[src/hw/rtl/gb3_pkg.sv]
`default_nettype none

package gb3_pkg;

    localparam int PIX_W            = 8;
    localparam int FW_W             = 11;
    localparam int FH_W             = 13;
    localparam int CFG_IDX_W        = 1;
    localparam int CFG_DATA_W       = 13;
    localparam int SUM_W            = 12;
    localparam int BLUR_SHIFT       = 4;
    localparam int MIN_DIM          = 3;
    localparam int HEIGHT_LIMIT     = 4096;
    localparam int DEF_MAX_WIDTH    = 1024;
    localparam int DEF_FRAME_WIDTH  = 640;
    localparam int DEF_FRAME_HEIGHT = 480;

    localparam logic [CFG_IDX_W-1:0] REG_FRAME_WIDTH  = 1'b0;
    localparam logic [CFG_IDX_W-1:0] REG_FRAME_HEIGHT = 1'b1;

    localparam logic FUNC_DRAIN = 1'b1;

    typedef struct packed {
        logic             func;
        logic [PIX_W-1:0] pixel_in;
    } in_beat_t;

    typedef struct packed {
        logic [PIX_W-1:0] pixel_out;
        logic             frame_last;
    } out_beat_t;

    typedef struct packed {
        logic [PIX_W-1:0] upper;
        logic [PIX_W-1:0] middle;
    } line_pair_t;

    typedef struct packed {
        logic [PIX_W-1:0] top;
        logic [PIX_W-1:0] mid;
        logic [PIX_W-1:0] bot;
    } col_t;

endpackage

`default_nettype wire

[src/hw/rtl/gb3_window.sv]
`default_nettype none

module gb3_window (
    input  wire                        aclk,
    input  wire                        aresetn,
    input  wire                        shift_en,
    input  gb3_pkg::col_t              col,
    output logic [gb3_pkg::PIX_W-1:0]  blur_pix,
    output logic [gb3_pkg::PIX_W-1:0]  center_pix
);

    localparam int SW = gb3_pkg::SUM_W;

    logic [gb3_pkg::PIX_W-1:0] win_reg  [3][3];
    logic [gb3_pkg::PIX_W-1:0] win_next [3][3];
    logic [SW-1:0]             sum;

    // window after the new column shifts in
    always_comb begin
        for (int r = 0; r < 3; r++) begin
            win_next[r][0] = win_reg[r][1];
            win_next[r][1] = win_reg[r][2];
        end
        win_next[0][2] = col.top;
        win_next[1][2] = col.mid;
        win_next[2][2] = col.bot;
    end

    always_comb begin
        sum = SW'(win_next[0][0])        + (SW'(win_next[0][1]) << 1) + SW'(win_next[0][2])
            + (SW'(win_next[1][0]) << 1) + (SW'(win_next[1][1]) << 2)
            + (SW'(win_next[1][2]) << 1)
            + SW'(win_next[2][0])        + (SW'(win_next[2][1]) << 1) + SW'(win_next[2][2]);
    end

    assign blur_pix   = sum[gb3_pkg::BLUR_SHIFT +: gb3_pkg::PIX_W];
    assign center_pix = win_next[1][1];

    always_ff @(posedge aclk) begin
        if (!aresetn) begin
            for (int r = 0; r < 3; r++) begin
                for (int c = 0; c < 3; c++) begin
                    win_reg[r][c] <= '0;
                end
            end
        end else if (shift_en) begin
            win_reg <= win_next;
        end
    end

endmodule

`default_nettype wire

[config.mk]
export PLATFORM = sky130hd
export DESIGN_NAME = gb3_window
export DESIGN_NICKNAME = d
export VERILOG_FILES = /design/src/hw/rtl/gb3_pkg.sv /design/src/hw/rtl/gb3_window.sv
export SDC_FILE = /design/constraint.sdc
export NUM_CORES = 1
export LEC_CHECK = 0
export BUFFER_PORTS_ARGS = -buffer_cell sky130_fd_sc_hd__buf_2
export CAP_MARGIN = 20
export CORE_AREA = 3 3 95 97
export CTS_CLUSTER_SIZE = 16
export DETAILED_ROUTE_END_ITERATION = 12
export DIE_AREA = 0 0 98 100
export GPL_TIMING_DRIVEN = 1
export PLACE_DENSITY = 0.75
export SYNTH_ARGS = -nofsm -noshare
export SYNTH_HDL_FRONTEND = slang
export SYNTH_SLANG_ARGS = --single-unit
export TNS_END_PERCENT = 10
[constraint.sdc]
create_clock -name aclk -period 6.98 [get_ports aclk]
set_clock_uncertainty 0.1 [all_clocks]
set_input_delay 1.047 -clock aclk [delete_from_list [all_inputs] [get_ports aclk]]
set_output_delay 1.047 -clock aclk [all_outputs]
set_load 0.05 [all_outputs]
==> results of run 1 <==
metrics by stage:
| stage | power [W] | cell area [um^2] | worst slack, ns | cells | hold slack (ns) |
|---|---|---|---|---|---|
| CTS | 0.00151 | 4080 | 0.821 | 506 | 0.432 |
| finish | 0.00148 | 4080 | 0.826 | 506 | 0.427 |
| detailed placement | 0.00127 | 3960 | 0.827 | 499 | 0.408 |
| global route | 0.00161 | 4080 | 0.635 | 506 | 0.451 |
| global placement | 0.00124 | 3960 | 0.875 | 499 | 0.396 |
| floorplan | 0.00108 | 3720 | 0.493 | 370 | 0.374 |
final timing paths:
check,from,to,depth (start not counted)
setup / recovery,col[7],blur_pix[6],15
hold / removal,win_next[23]$_SDFFE_PN0P_,win_next[23]$_SDFFE_PN0P_,2
setup reg to reg,center_pix[0]$_SDFFE_PN0P_,win_next[40]$_SDFFE_PN0P_,2
hold reg to reg,win_next[23]$_SDFFE_PN0P_,win_next[23]$_SDFFE_PN0P_,2
layer usage:
metal	GRT usage	wire, um
met3	0.0341	245
met2	0.268	3460
met4	0.0160	31
met1	0.163	2510
met5	0	0
cell type report:
type | count | area (um^2) | area share
multi-input cells | 205 | 2280 | 0.558
flip-flops and latches | 48 | 961 | 0.235
inverters | 98 | 368 | 0.0901
repair buffers | 43 | 218 | 0.0533
well taps | 105 | 131 | 0.0322
clock buffers | 5 | 68.8 | 0.0169
clock inverters | 2 | 60.1 | 0.0147
worst min-delay path, cell delays in order, from the launching register on:
cell and delay, ns:
dfxtp_1 0.34, mux2i_1 0.07, nor2b_1 0.09
cells in the mapped netlist (all sizes together) (2+ instances only):
cell type / count
a2111oi: 2
a21oi: 5
buf: 13
clkbuf: 6
dfxtp: 48
fa: 52
ha: 13
inv: 98
mux2i: 49
nand2: 7
nand2b: 2
nand3: 2
nor2: 4
nor2b: 50
nor3: 2
o311ai: 2
xnor2: 2
xor2: 2
power by group:
part	internal, W	switching [W]
combinational	0.000297	0.000649
sequential	0.000287	0.0000117
clock	0.000141	0.0000941
total	0.000725	0.000755
sequential cells by signal (all words and copies together), names as in the netlist:
signal,flops
center_pix,8
win_next,40
cells by family (layout without fill, tap and decap cells):
kind of cell | after synthesis | after routing | synth area share
simple gates | 72 | 72 | 0.114
mux | 50 | 50 | 0.135
flops | 48 | 48 | 0.258
compound gates | 14 | 14 | 0.0299
xor+xnor | 4 | 4 | 0.00942
buf+inv | 117 | 148 | 0.130
fa+ha+maj | 65 | 65 | 0.323
==> flow_summary.toml, run 1 <==
[routing]
drt_iter0_drc = 57
vias_per_cell = 4.69
ant_nets = 0
wl_per_cell_um = 12.3
drcViolationCount = 0
dr.pass1.iters = 3
dr_total_vias = 2371
drt_wl_total_um = 6250

[worst_setup_path]
end_kind = "output port"
cp_top_family = "adder cells"
path_buf_inv = 6
slowest_delay_ns = 0.55
cp_data_required_time_ns = 5.83
cp_slowest_cell = "fa_1"
critPathKind = "primary input to output port"
crit_path_cell_trace = "buf_2, inv_1, fa_1, inv_1, fa_1, fa_1, inv_1, fa_1, inv_1, ha_1, a21o_1, a21oi_2, mux2_1, o311ai_1, buf_2"
worstPathArrival_ns = 5.01
startpoint_type = "primary input"
worstPathMaxFanout = 6
reg2reg_slack_ns = 6.15

[placed_design]
gp_congestion = 0.755
hpwl_um = 5010
numPortBuffers = 42

[synthesis]
synthFlopType = "dfxtp_1"
yosys.area.top_type_share = 0.280
syn_inst = 370
syn-num-nets = 462
yosysTopAreaCell = "fa_1"
synth_area_leaders = "fa_1, dfxtp_1, mux2i_1"
syn_avg_cell_area_um2 = 10.1
synth_enable_flop_cells = 0
ys_seq_area_frac = 0.258
ys_seq_elements = 48
synth.distinct_cells = 34
ys_async_sr_fraction = 0
synth_warnings = 0
syn_area_mm2 = 0.00372

[cells_and_area]
post_route_cells_drive_above_1_share = 0.135
n_antenna_cell = 0
syn2layout_area_growth_pct = 9.75
layout_common_cells = "inv_1, fa_1, nor2b_1"
final_common_cell = "inv_1"
num-fill-cells = 772
utilization = 0.497
fin_nets = 493

[sta]
slew_viol_final = 0
setup_viol = 0
tightest_slew_ns = 0.820
period_share = 0.882
hold_violations = 0
finalWorstPathRequiredPeriod_ns = 6.15
fmax_mhz = 162
rsz0062_at_grt = "false"
final.setup.tns_ns = 0
maxSlewHeadroom = 0.454

[floorplan]
die_w_um = 98
die-area_mm2 = 0.00980
start_util = 0.453
dieHeight_um = 100
core_area_mm2 = 0.00822
num_io_pins = 43
rows = 33

[cts]
cts_resized = 0
cts_buffers = 5
cts.clk_slew.worst_paths_ns = 0.09
htreeDepth = 2
post_cts_buffers = 0
cts_root_buffer = "clkbuf_8"
cts.path.max_buffers = 2
hold_buffers = 0
cts_tree = "yes"
insertion_delay_ns = 0.30
numClockSinks = 48

[global_route]
grt_max_degree = 49
antenna_found_initial = 0
grt_pass1_vias = 2589
grt_pass1_wl_um = 11300
grt-ovfl-total = 0
grt_usage = 0.140

[pwr]
p_leak_nw = 2.07
p_per_area_mw_per_mm2 = 362
ir_worst_vdd_mv = 0.193

[flow_run]
cap_violations = 0

[hold_path]
hold_class = "flip-flop to flip-flop"

[outcome]
status = "finished clean"
(Power assumes the default switching activity.)
==> inputs of run 2 (changes only) <==
--- a/config.mk
+++ b/config.mk
@@ -12,7 +12,7 @@
 export DETAILED_ROUTE_END_ITERATION = 12
 export DIE_AREA = 0 0 98 100
 export GPL_TIMING_DRIVEN = 1
-export PLACE_DENSITY = 0.75
+export PLACE_DENSITY = 0.78
 export SYNTH_ARGS = -nofsm -noshare
 export SYNTH_HDL_FRONTEND = slang
 export SYNTH_SLANG_ARGS = --single-unit
==> constraint.sdc (replaced) <==
create_clock -name aclk -period 5 [get_ports aclk]
set_clock_uncertainty 0.1 [all_clocks]
set_input_delay 0.75 -clock aclk [delete_from_list [all_inputs] [get_ports aclk]]
set_output_delay 0.75 -clock aclk [all_outputs]
set_load 0.05 [all_outputs]
==> run 2 against run 1 <==
  * The run now ends with setup timing left
  * Via count up 5.1%
  * Sequential power up 39%
  * Sequential share of layout area decreased by 2.1 points
  * Utilization up 4.9 points
  * Global-route usage increased by 1.1 points
  * Hold slack improved by 0.0046 ns
  * First-iteration DRC count grew 1.8%
  * Worst setup slack worse by 0.99 ns
  * Critical path depth is the same
  * Wire length grew 5.6%
  * Power up 75%
  * Critical path type unchanged
  * Largest cell class unchanged
  * Largest power group unchanged
==> flow_summary.toml, run 2 (synthesis gave the netlist of run 1 again) <==
[placed_design]
gp_congestion = 0.765
hpwl_um = 5240
place_ws_ns = -0.402
numPortBuffers = 42

[cts]
htreeDepth = 2
cts_root_buffer = "clkbuf_8"
hold_buffers = 0
numClockSinks = 48
cts.clk_slew.worst_paths_ns = 0.08
insertion_delay_ns = 0.31
cts_buffers = 5
cts_tree = "yes"
cts.path.max_buffers = 2

[cells_and_area]
largest_register_ffs = 40
final_common_cell = "inv_1"
n_antenna_cell = 0
syn2layout_area_growth_pct = 20.5
post_route_cells_drive_above_1_share = 0.270
utilization = 0.546
fin_nets = 524
layout_common_cells = "inv_1, nor2b_1, mux2i_1"

[sta]
finalWorstPathRequiredPeriod_ns = 5.16
period_share = 1.03
fmax_mhz = 194
rsz0062_at_grt = "true"
final.setup.tns_ns = -0.605
setup_ws_ns = -0.164
fin_hold_ws_ns = 0.432
setup_viol = 5
hold_violations = 0
maxSlewHeadroom = 0.458
slew_viol_final = 0
tightest_slew_ns = 0.814

[global_route]
grt-ovfl-total = 0
grt_pass1_vias = 2813
grt_max_degree = 49
antenna_found_initial = 0
grt_usage = 0.151
grt_pass1_wl_um = 12200

[pwr]
p_leak_nw = 2.23
p_per_area_mw_per_mm2 = 579
ir_worst_vdd_mv = 0.317

[worst_setup_path]
path_buf_inv = 7
startpoint_type = "primary input"
crit_path_cell_trace = "buf_2, inv_2, fa_1, inv_1, fa_1, fa_1, inv_2, fa_1, inv_2, ha_4, nand2_1, o41a_1, buf_4, o311ai_4, buf_6"
cp_top_family = "adder cells"
cp_data_required_time_ns = 4.15
worstPathMaxFanout = 4
cp_common_cell = "fa_1"
worstPathArrival_ns = 4.31
cp_slowest_cell = "fa_1"
end_kind = "output port"
critPathKind = "primary input to output port"
slowest_delay_ns = 0.52

[outcome]
status = "complete, but fails checks"
violations = "setup timing"

[routing]
drt_iter0_drc = 58
wl_met2_um = 3610
met3_length_um = 220
dr.pass1.iters = 4
drt_wl_total_um = 6600
drcViolationCount = 0
dr_total_vias = 2492
drt-met1-wl_um = 2720
vias_per_cell = 4.63
wl_per_cell_um = 12.3
highest_layer = "met4"
ant_nets = 0

[floorplan]
die_w_um = 98
core_area_mm2 = 0.00822
rows = 33
die-area_mm2 = 0.00980
num_io_pins = 43
dieHeight_um = 100
start_util = 0.453

[hold_path]
hold_class = "flip-flop to flip-flop"

[flow_run]
cap_violations = 0
==> run 2: report_power, final <==
group	internal, W	leakage (nW)	switching [W]	total [W]
Sequential	0.000400	0.393	0.0000157	0.000416
Combinational	0.000809	1.78	0.00109	0.00190
Clock	0.000149	0.0552	0.000132	0.000281
Total	0.00136	2.23	0.00124	0.00259
==> run 2: layer usage <==
| layer | global-route usage | vias to the layer above |
|---|---|---|
| li1 | - | 1224 |
| met1 | 0.179 | 1225 |
| met2 | 0.286 | 39 |
| met3 | 0.0264 | 4 |
| met4 | 0.0341 | 0 |
| met5 | 0 | - |
==> run 2: layout make-up <==
type | count | area (um^2)
Tap cell | 105 | 131
Multi-Input combinational cell | 205 | 2420
Inverter | 98 | 375
Timing Repair Buffer | 74 | 489
Sequential cell | 48 | 961
Clock buffer | 6 | 72.6
Clock inverter | 2 | 35.0
Fill cell | 731 | 3730
==> run 2: final timing paths <==
path                              start                    endpoint  slack [ns]  depth (start not counted)
min reg2reg   win_next[23]$_SDFFE_PN0P_   win_next[23]$_SDFFE_PN0P_        0.43                          2
max                              col[4]                 blur_pix[4]       -0.16                         15
max reg2reg  center_pix[2]$_SDFFE_PN0P_  center_pix[2]$_SDFFE_PN0P_        4.13                          3
min           win_next[23]$_SDFFE_PN0P_   win_next[23]$_SDFFE_PN0P_        0.43                          2
==> run 2: stage by stage <==
step,instance area [um^2],instances,power [W]
after detailed placement,4270,527,0.00214
after global placement,4270,527,0.00210
after CTS,4470,538,0.00262
after floorplan,3830,370,0.00170
final,4480,538,0.00259
after global routing,4480,538,0.00281
==> run 2: what timing repair did <==
action	4_1_cts	5_1_grt
buffers inserted	3	0
endpoints found under the setup margin	6	6
gates resized for setup	19	7
pin swaps	11	7
==> run 2: worst register-to-register path: stages (launching register included) <==
cell and delay, ns:
dfxtp_1 0.32, buf_4 0.13, mux2i_1 0.15, nor2b_1 0.07
